<file path="src/rtl/wsp_pkg.sv">
// ----------------------------------------------------------------------------
// wsp_pkg
// Shared types and constants for the wildcard star pattern matcher.
// ----------------------------------------------------------------------------
package wsp_pkg;

    localparam int MAX_TOKENS = 16;
    localparam int NPOS       = MAX_TOKENS + 1;
    localparam int POS_W      = $clog2(NPOS);
    localparam int LEVELS     = $clog2(NPOS);

    localparam int FUNC_W  = 2;
    localparam int INDEX_W = 4;
    localparam int CHAR_W  = 8;
    localparam int CFG_W   = 5;

    localparam logic [FUNC_W-1:0] FUNC_WRITE = 2'd0;
    localparam logic [FUNC_W-1:0] FUNC_TEXT  = 2'd1;
    localparam logic [FUNC_W-1:0] FUNC_END   = 2'd2;

    // Only position zero live: the state after reset and after an end item.
    localparam logic [NPOS-1:0] LIVE_REARM = NPOS'(1);

    typedef struct packed {
        logic [CHAR_W-1:0] lit;
        logic              any;
        logic              star;
    } t_token;

    typedef t_token [MAX_TOKENS-1:0] t_token_vec;

    typedef struct packed {
        logic [NPOS-1:0] live_next;
        logic            matched;
    } t_step_res;

endpackage

</file>
<file path="src/rtl/wsp_token_table.sv">
// ----------------------------------------------------------------------------
// wsp_token_table
// Pattern token storage: one entry per token, written by load items.
// ----------------------------------------------------------------------------
module wsp_token_table (
    input  logic                            i_clk,
    input  logic                            i_wr_en,
    input  logic [wsp_pkg::INDEX_W-1:0]     i_wr_index,
    input  wsp_pkg::t_token                 i_wr_token,
    output wsp_pkg::t_token_vec             o_tokens
);

    wsp_pkg::t_token_vec r_tokens;

    // Drop writes that land beyond the table.
    always_ff @(posedge i_clk) begin
        if (i_wr_en && (int'(i_wr_index) < wsp_pkg::MAX_TOKENS)) begin
            r_tokens[i_wr_index] <= i_wr_token;
        end
    end

    assign o_tokens = r_tokens;

endmodule

</file>
<file path="src/rtl/wsp_live_step.sv">
// ----------------------------------------------------------------------------
// wsp_live_step
// One step of the live position set: star closure, then advance on a byte.
// ----------------------------------------------------------------------------
module wsp_live_step (
    input  logic [wsp_pkg::NPOS-1:0]    i_live,
    input  wsp_pkg::t_token_vec         i_tokens,
    input  logic [wsp_pkg::POS_W-1:0]   i_len,
    input  logic [wsp_pkg::CHAR_W-1:0]  i_char,
    output wsp_pkg::t_step_res          o_res
);

    logic [wsp_pkg::NPOS-1:0]       w_prop;
    logic [wsp_pkg::NPOS-1:0]       w_gen;
    logic [wsp_pkg::NPOS-1:0]       w_pass;
    logic [wsp_pkg::MAX_TOKENS-1:0] w_stay;
    logic [wsp_pkg::MAX_TOKENS-1:0] w_adv;

    // Closure is a prefix chain: live[k] |= live[k-1] & star[k-1] & (k-1 < len).
    // Resolve it with a log-depth parallel prefix.
    always_comb begin
        w_prop = '0;
        for (int k = 1; k < wsp_pkg::NPOS; k++) begin
            w_prop[k] = i_tokens[k-1].star && ((k - 1) < int'(i_len));
        end
        w_gen  = i_live;
        w_pass = w_prop;
        for (int lvl = 0; lvl < wsp_pkg::LEVELS; lvl++) begin
            w_gen  = w_gen | (w_pass & (w_gen << (1 << lvl)));
            w_pass = w_pass & (w_pass << (1 << lvl));
        end
    end

    // Advance every live position whose token takes this byte.
    always_comb begin
        for (int j = 0; j < wsp_pkg::MAX_TOKENS; j++) begin
            logic hit;
            hit = w_gen[j] && (j < int'(i_len))
                  && (i_tokens[j].any || (i_tokens[j].lit == i_char));
            w_stay[j] = hit && i_tokens[j].star;
            w_adv[j]  = hit && !i_tokens[j].star;
        end
        o_res.live_next = {1'b0, w_stay} | {w_adv, 1'b0};
        o_res.matched   = w_gen[i_len];
    end

endmodule

</file>
<file path="src/rtl/wildcard_star_pattern_match.sv">
// ----------------------------------------------------------------------------
// wildcard_star_pattern_match
// Whole-string matcher for patterns of literal/dot tokens with optional star.
// ----------------------------------------------------------------------------
// Input channel (i_in_valid / o_in_stall) carries one item per transfer:
// load a pattern token, stream one text byte, or end the text. The end item
// yields one result on the output channel (o_out_valid / i_out_stall) with
// o_matched set when the whole text since the previous end matched the first
// pattern_length tokens; the matcher then re-arms for the next text.
// Pattern length is written on the config channel (i_cfg_valid / o_cfg_ready,
// always ready) while no items are in flight.
// An item is registered on transfer and processed as it leaves the input
// register: the live position set, the token table and, for an end item, the
// output register all load then, so a result is held in the output register.
// One item per cycle is sustained while no end item waits; the live-set step
// is a single level of registers around the closure prefix and byte compare.
// When the receiver stalls, the result holds; load and byte items keep
// flowing, and an end item waits in the input register until the output frees.
// Reset clears the pattern length, leaves only position zero live and empties
// both registers; the token table holds no defined value until written.
// ----------------------------------------------------------------------------
module wildcard_star_pattern_match (
    input  logic                           i_clk,
    input  logic                           i_rst_n,
    input  logic                           i_in_valid,
    output logic                           o_in_stall,
    input  logic [wsp_pkg::FUNC_W-1:0]     i_func,
    input  logic [wsp_pkg::INDEX_W-1:0]    i_token_index,
    input  logic [wsp_pkg::CHAR_W-1:0]     i_char_value,
    input  logic                           i_token_any,
    input  logic                           i_token_star,
    output logic                           o_out_valid,
    input  logic                           i_out_stall,
    output logic                           o_matched,
    input  logic                           i_cfg_valid,
    output logic                           o_cfg_ready,
    input  logic [wsp_pkg::CFG_W-1:0]      i_cfg_pattern_length
);

    logic                           r_in_valid;
    logic [wsp_pkg::FUNC_W-1:0]     r_in_func;
    logic [wsp_pkg::INDEX_W-1:0]    r_in_index;
    logic [wsp_pkg::CHAR_W-1:0]     r_in_char;
    logic                           r_in_any;
    logic                           r_in_star;

    logic [wsp_pkg::CFG_W-1:0]      r_pattern_length;
    logic [wsp_pkg::NPOS-1:0]       r_live;
    logic [wsp_pkg::NPOS-1:0]       n_live;
    logic                           r_out_valid;
    logic                           r_matched;

    logic                           w_in_xfer;
    logic                           w_out_free;
    logic                           w_is_end;
    logic                           w_advance;
    logic [wsp_pkg::POS_W-1:0]      w_len;
    wsp_pkg::t_token                w_wr_token;
    wsp_pkg::t_token_vec            w_tokens;
    wsp_pkg::t_step_res             w_step;

    assign o_cfg_ready = 1'b1;
    assign w_in_xfer   = i_in_valid && !o_in_stall;
    assign w_out_free  = !r_out_valid || !i_out_stall;
    assign w_is_end    = (r_in_func == wsp_pkg::FUNC_END);
    // Only an end item needs the output slot.
    assign w_advance   = r_in_valid && (!w_is_end || w_out_free);
    assign o_in_stall  = r_in_valid && !w_advance;

    assign w_len = (int'(r_pattern_length) > wsp_pkg::MAX_TOKENS)
                   ? wsp_pkg::POS_W'(wsp_pkg::MAX_TOKENS)
                   : wsp_pkg::POS_W'(r_pattern_length);

    assign w_wr_token.lit  = r_in_char;
    assign w_wr_token.any  = r_in_any;
    assign w_wr_token.star = r_in_star;

    wsp_token_table u_table (
        .i_clk      (i_clk),
        .i_wr_en    (w_advance && (r_in_func == wsp_pkg::FUNC_WRITE)),
        .i_wr_index (r_in_index),
        .i_wr_token (w_wr_token),
        .o_tokens   (w_tokens)
    );

    wsp_live_step u_step (
        .i_live   (r_live),
        .i_tokens (w_tokens),
        .i_len    (w_len),
        .i_char   (r_in_char),
        .o_res    (w_step)
    );

    always_comb begin
        n_live = r_live;
        if (w_advance) begin
            case (r_in_func)
                wsp_pkg::FUNC_TEXT: n_live = w_step.live_next;
                wsp_pkg::FUNC_END:  n_live = wsp_pkg::LIVE_REARM;
                default:            n_live = r_live;
            endcase
        end
    end

    always_ff @(posedge i_clk) begin
        if (!i_rst_n) begin
            r_in_valid       <= 1'b0;
            r_out_valid      <= 1'b0;
            r_pattern_length <= '0;
            r_live           <= wsp_pkg::LIVE_REARM;
        end else begin
            r_live <= n_live;
            if (i_cfg_valid && o_cfg_ready) begin
                r_pattern_length <= i_cfg_pattern_length;
            end
            if (w_in_xfer) begin
                r_in_valid <= 1'b1;
            end else if (w_advance) begin
                r_in_valid <= 1'b0;
            end
            if (w_advance && w_is_end) begin
                r_out_valid <= 1'b1;
            end else if (!i_out_stall) begin
                r_out_valid <= 1'b0;
            end
        end
    end

    // Payload registers: load on transfer, hold otherwise; the result bit loads when an end item advances.
    always_ff @(posedge i_clk) begin
        if (w_in_xfer) begin
            r_in_func  <= i_func;
            r_in_index <= i_token_index;
            r_in_char  <= i_char_value;
            r_in_any   <= i_token_any;
            r_in_star  <= i_token_star;
        end
        if (w_advance && w_is_end) begin
            r_matched <= w_step.matched;
        end
    end

    assign o_out_valid = r_out_valid;
    assign o_matched   = r_matched;

    a_end_rearms: assert property (@(posedge i_clk) disable iff (!i_rst_n)
        (w_advance && w_is_end) |=> (r_live == wsp_pkg::LIVE_REARM))
        else $error("live set not re-armed after end item");

    a_result_from_end: assert property (@(posedge i_clk) disable iff (!i_rst_n)
        $rose(o_out_valid) |-> $past(w_advance && w_is_end))
        else $error("result raised without an end item");

    a_no_overwrite: assert property (@(posedge i_clk) disable iff (!i_rst_n)
        (r_out_valid && i_out_stall) |=> (r_out_valid && $stable(r_matched)))
        else $error("stalled result lost or overwritten");

    a_stall_only_full: assert property (@(posedge i_clk) disable iff (!i_rst_n)
        o_in_stall |-> (r_in_valid && w_is_end && r_out_valid && i_out_stall))
        else $error("input stalled without a blocked end item");

endmodule
</file>
<file path="config.mk">
export PLATFORM = sky130hd
export DESIGN_NAME = wildcard_star_pattern_match
export DESIGN_NICKNAME = d
export VERILOG_FILES = /design/src/rtl/wsp_pkg.sv /design/src/rtl/wsp_token_table.sv /design/src/rtl/wsp_live_step.sv /design/src/rtl/wildcard_star_pattern_match.sv
export SDC_FILE = /design/constraint.sdc
export NUM_CORES = 1
export LEC_CHECK = 0
export ABC_AREA = 1
export ABC_CLOCK_PERIOD_IN_PS = 3450
export BUFFER_PORTS_ARGS = -buffer_cell sky130_fd_sc_hd__buf_2
export CORE_ASPECT_RATIO = 0.75
export CORE_MARGIN = 4
export CORE_UTILIZATION = 46
export CTS_BUF_LIST = sky130_fd_sc_hd__clkbuf_16
export DETAILED_ROUTE_END_ITERATION = 10
export SYNTH_ARGS = -nofsm -noshare
export SYNTH_HDL_FRONTEND = slang
export SYNTH_SLANG_ARGS = --single-unit
export TNS_END_PERCENT = 1
</file>
<file path="constraint.sdc">
create_clock -name i_clk -period 3.45 [get_ports i_clk]
set_input_delay 0.5175 -clock i_clk [delete_from_list [all_inputs] [get_ports i_clk]]
set_output_delay 0.5175 -clock i_clk [all_outputs]
set_load 0.02 [all_outputs]
</file>
Word-level counts from Yosys, hierarchy flattened
Cells that the tools add are included.
- bitwise gates (word level): 15
- reductions and logical operators: 129
- multiplexer cells: 11
- order comparisons: 20
- eq/ne operators: 19
- operators with widths (kind ; count):
    bitwise mux 160 bit ; 1
    bitwise AND 17 bit ; 9
    equality test 8 bit ; 16
    logical AND 1 bit ; 86
    OR 17 bit ; 5
    demux 10 bit (select 4 bit) ; 1
    < comparator 4 x 5 -> 1 bit (first input constant) ; 8
    case mux 17 bit (2 select lines) ; 1
    logical NOT 1 bit ; 21
    < comparator 3 x 5 -> 1 bit (first input constant) ; 4
    logical OR 1 bit ; 18
    OR 16 x 17 -> 17 bit ; 1
    < comparator 1 x 5 -> 1 bit (first input constant) ; 2
    < comparator 2 x 5 -> 1 bit (first input constant) ; 2
    2-to-1 mux 10 bit ; 1
    < comparator 5 x 6 -> 1 bit (second input constant) ; 1
    binary-select mux 1 bit (select 5 bit) ; 1
    > comparator 5 bit (second input constant) ; 1
    < comparator 4 x 5 -> 1 bit (second input constant) ; 1
    2-to-1 mux 1 bit ; 5
    2-to-1 mux 5 bit ; 1
    greater-or-equal comparator 4 x 1 -> 1 bit (second input constant) ; 1
    nonzero test 2 bit ; 2
    equality test 2 x 1 -> 1 bit (second input constant) ; 1
    4 further kinds ; 4
- logic and storage cells: 252
- flip-flop bits (word level): 201
- bits of input ports: 26

Depth between registers and ports, before layout
- word-level depth: 19
- gate-level depth with buffers: 17
- mapped depth without buffers: 16

By module
From an unflattened synthesis, not the netlist that was laid out.
- cells, all modules: 913
- area total of the unflattened synthesis: 9674.3 um^2
- by module, submodules not included (module ; cells an instance ; instances ; seq. area each (um^2) ; area each (um^2)):
    wsp_token_table ; 194 ; 1 ; 4804.6 ; 4943.5
    wsp_live_step ; 508 ; 1 ; 0.0 ; 2935.3
    wildcard_star_pattern_match ; 211 ; 1 ; 991.0 ; 1795.5

Worst setup path after synthesis
No wires, ideal clock.
- path kind: reg2reg
- start point: register r_in_char[2] (netlist name)
- end point: register r_live[0] (netlist name)
- buffers on the path: 2
- required time: 3.392 ns
- cell stages (with the launch flop): 10
- library setup time: 0.058 ns
- setup slack: 1.465 ns
- clock period less this slack: 1.985 ns
- data arrival time: 1.927 ns
- path through: edfxtp_1 buf_2 buf_2 xnor2_1 nand3_1 o41ai_1 nand2_1 o21ai_0 o21ai_0 nand2_1
- longest elaborated chain between the ends: 6
- ends and longest elaborated chain (element ; RTL line ; RTL):
    start, declared ; wildcard_star_pattern_match.sv:43 ; logic [wsp_pkg::CHAR_W-1:0] r_in_char;
    start signal, assigned ; wildcard_star_pattern_match.sv:134 ; r_in_char <= i_char_value;
    equality test 8 bit ; wsp_live_step.sv:39 ; && (i_tokens[j].any || (i_tokens[j].lit == i_char));
    logical OR 1 bit ; wsp_live_step.sv:39 ;
    logical AND 1 bit ; wsp_live_step.sv:39 ;
    logical AND 1 bit ; wsp_live_step.sv:40 ; w_stay[j] = hit && i_tokens[j].star;
    OR 16 x 17 -> 17 bit ; wsp_live_step.sv:43 ; o_res.live_next = {1'b0, w_stay} | {w_adv, 1'b0};
    case mux 17 bit (2 select lines) ; wildcard_star_pattern_match.sv:97 ; case (r_in_func)
    end signal, assigned ; wildcard_star_pattern_match.sv:110 ; r_live <= wsp_pkg::LIVE_REARM;
    end signal, assigned ; wildcard_star_pattern_match.sv:112 ; r_live <= n_live;
    end, declared ; wildcard_star_pattern_match.sv:48 ; logic [wsp_pkg::NPOS-1:0] r_live;
Every way passes these cells.
A chain may end at the register's enable or synchronous reset.

==> summary.txt <==
Clocking
  • Clock root buffer: clkbuf_16
  • CTS tree: yes
  • Max Buffers Root-to-Sink: 3
  • CTS clk-pin slew, worst paths: 0.07 ns
  • CTS buffer count: 21
  • Htree depth: 1
  • Setup bufs post-CTS: 0
  • Worst-Skew Late Latency: 0.49 ns
  • Hold_buf cts: 0
  • # clock sinks: 201
  • PostCTS Resize Cnt: 0

Layout
  • # diodes: 0
  • Area Growth Syn to Fin: 12.8%
  • Reg area: 5800 um2
  • Multi-input gate area: 3280 um2
  • Final nets: 969
  • Fraction of layout cells with a size suffix above 1: 0.139
  • Filler cells: 1850

Worst setup path
  • CP arrival: 3.05 ns
  • Worst Path Max Fanout: 10
  • Cells along the critical path: inv_4 -> nand2_2 -> nand2_1 -> nand2_1 -> nand3_1 -> nor2_1 -> nand3_1 -> nand3_1 -> nor2_1 -> nor2_1 -> nor2_1 -> nand3_1 -> nand2_1 -> nand2_1
  • Crit path largest cell delay: 0.74 ns
  • Setup crit end kind: flop
  • Worst path required time: 3.81 ns
  • Worst setup path class: flop to flop
  • CP bufs+invs: 1
  • Crit-path slowest cell: dfxtp_1
  • Startpoint types: flop
  • Crit path max-delay family: simple AND/OR/NAND/NOR gates
  • R2R setup slack: 0.75 ns

Synth
  • Synth Flop Type: edfxtp_1
  • Cells after Synth: 892
  • Syn_area_per_cell: 10.7 um2
  • Post-synth EDFFs: 177
  • FF+latch count, synth: 201
  • Cell area after synthesis: 9510 um2
  • FFs w/ async S/R, synth: 0
  • Synth area leader: edfxtp_1
  • Synth warn: 0
  • Share of the synthesized area in the top cell type: 0.559
  • Sequential area share after synthesis: 0.610
  • Synthesized net count: 920
  • Synth area leaders: edfxtp_1 56%, nand2_1 7.1%, xor2_1 5.8%
  • Synth cell types: 45

Floorplan
  • Chip Width: 174 um
  • Initial Utilization: 0.469
  • Full die area: 23100 um2
  • Rows: 45
  • Area of the core: 20300 um2
  • Die height: 133 um
  • Top Ports: 30

Global routing
  • First-pass GRT wire length: 33.2 mm
  • Vias in the first global route: 5839
  • Grt ovf: 0
  • Largest net degree at the start of global routing: 34
  • Antenna violations before repair: 0
  • GRT Overall Usage: 0.181

Routing
  • Vias: 6265
  • Drt total wl: 20.8 mm
  • DRC: 0
  • Via density: 5.16
  • Routed WL per cell: 17.2 um
  • TritonRoute pass-1 iters: 5
  • Antenna-violating nets left: 0
  • Number of DRC markers in iteration 0: 543

Timing
  • Final min period: 2.70 ns
  • RSZ-0062 raised after global routing: false
  • Worst-Margin Slew: 0.879 ns
  • Hold slack: 0.198 ns
  • Final Hold Viols: 0
  • Final Setup Violations: 0
  • Slew HR: 0.414
  • Final setup TNS: 0 ns
  • Max Slew Vio Count: 0
  • Max Clock Skew: 0.00794 ns
  • Fmax: 371 MHz
  • Tcrit/Tclk final: 0.781

Power and ir drop
  • Leakage power: 0.00403 uW
  • Worst vdd ir: 0.000453 V
  • Power Density: 493 nW/um2

Outcome
  • Outcome: complete, no violations

Job
  • Maxcap violations: 0

Placed design
  • Port Buf Inserts: 28
  • Global placement routability congestion: 0.921
  • DP HPWL: 14.5 mm

Hold path
  • Class of the worst hold path: input pin to flop
Yosys cell counts (all sizes together) (3+ instances only):
library cell / n
inv: 79
or2: 13
nand3: 69
nor2: 72
nor3: 21
o211ai: 3
o22ai: 3
nand2: 189
xnor2: 45
a22o: 3
edfxtp: 177
o21ai: 17
xor2: 63
dfxtp: 24
clkbuf: 4
a21oi: 41
buf: 19
nand4: 20
nand3b: 7
nor4: 10
power by group:
group | switching, uW | internal (uW) | total, uW
logic | 210 | 108 | 318
clock network | 924 | 1340 | 2270
registers | 38.7 | 2670 | 2710
total | 1170 | 4120 | 5290
cell usage in the layout (no fill, tap or decap), types with 2 or more instances in the layout:
cell        count
a21oi_1        38
edfxtp_1      177
o22ai_1         3
o211ai_1        3
nand2_2         9
buf_4          19
nor4_1         10
buf_2          28
clkinvlp_4      3
clkbuf_16      21
o21ai_0        13
ha_1            2
a22o_1          3
nor2_4          2
clkinv_2        6
o21ai_1         4
o21bai_1        2
inv_2           5
nand3b_1        7
nand3_1        63
dfxtp_1        24
nand4_1        20
nand3_2         6
inv_1          74
a21oi_2         3
nor3_2          3
nor2_1         65
clkinv_1        3
nor3_1         17
xor2_1         63
nor2_2          4
or2_2          13
buf_12          2
clkinv_4        2
xnor2_1        45
nand2_1       179
bufinv_16       3
worst register-to-register path: stages, from the launching register on:
cell and delay, ns:
dfxtp_1 0.74, inv_4 0.14, nand2_2 0.15, nand2_1 0.16, nand2_1 0.15, nand3_1 0.15, nor2_1 0.29, nand3_1 0.16
nand3_1 0.19, nor2_1 0.06, nor2_1 0.11, nor2_1 0.06, nand3_1 0.08, nand2_1 0.06, nand2_1 0.05
worst paths after layout:
kind | from | to | depth (start not counted)
max | r_pattern_length[4]$_SDFFE_PN0P_ | o_matched$_DFFE_PP_ | 14
min | i_func[1] | r_in_func[1]$_DFFE_PP_ | 1
max reg2reg | r_pattern_length[4]$_SDFFE_PN0P_ | o_matched$_DFFE_PP_ | 14
min reg2reg | r_live[3]$_SDFFE_PN0P_ | r_live[3]$_SDFFE_PN0P_ | 2
metal layers:
metal | share of wire | routed length [um] | vias up | track usage
met5 | 0 | 0 | - | 0
li1 | - | - | 3134 | -
met3 | 0.065 | 1350 | 34 | 0.0348
met1 | 0.51 | 10700 | 2908 | 0.292
met4 | 0.026 | 536 | 0 | 0.0457
met2 | 0.40 | 8290 | 189 | 0.250
registers in the layout (all words and copies together), names as in the netlist:
register and count:
r_in_any 1, r_live 17, r_pattern_length 5, o_matched 1
r_in_func 2, r_in_char 8, r_in_index 4, r_in_star 1
u_table.o_tokens 160, o_out_valid 1, r_in_valid 1
cell type report:
class	instances	area share
sequential	201	0.540
multi-input combinational	587	0.306
tap	258	0.0301
inverter	81	0.0286
clock inverter	16	0.0156
clock buffer	21	0.0490
timing repair buffer	49	0.0301
logic make-up after synthesis:
family | count (synthesis) | share of synthesized area
and+or+nand+nor | 402 | 0.198
DFF | 201 | 0.610
xor gates and xnor gates | 108 | 0.0995
buffers and inverters | 104 | 0.0451
AOI/OAI and AO/OA | 74 | 0.0445
adders and majority gates | 2 | 0.00263
other | 1 | 0.000394
stage by stage:
stage | utilization | worst slack, ns | instances | cell area [um2] | power [uW]
2_1_floorplan | - | 1.47 | 892 | 9510 | 2970
3_3_place_gp | 0.495 | 0.829 | 1176 | 10000 | 3070
3_5_place_dp | 0.495 | 0.860 | 1176 | 10000 | 3080
4_1_cts | 0.529 | 0.841 | 1213 | 10700 | 5350
5_1_grt | 0.529 | 0.515 | 1213 | 10700 | 5500
6_report | 0.529 | 0.755 | 1213 | 10700 | 5290
No activity file was read; power rests on OpenSTA's default activity.
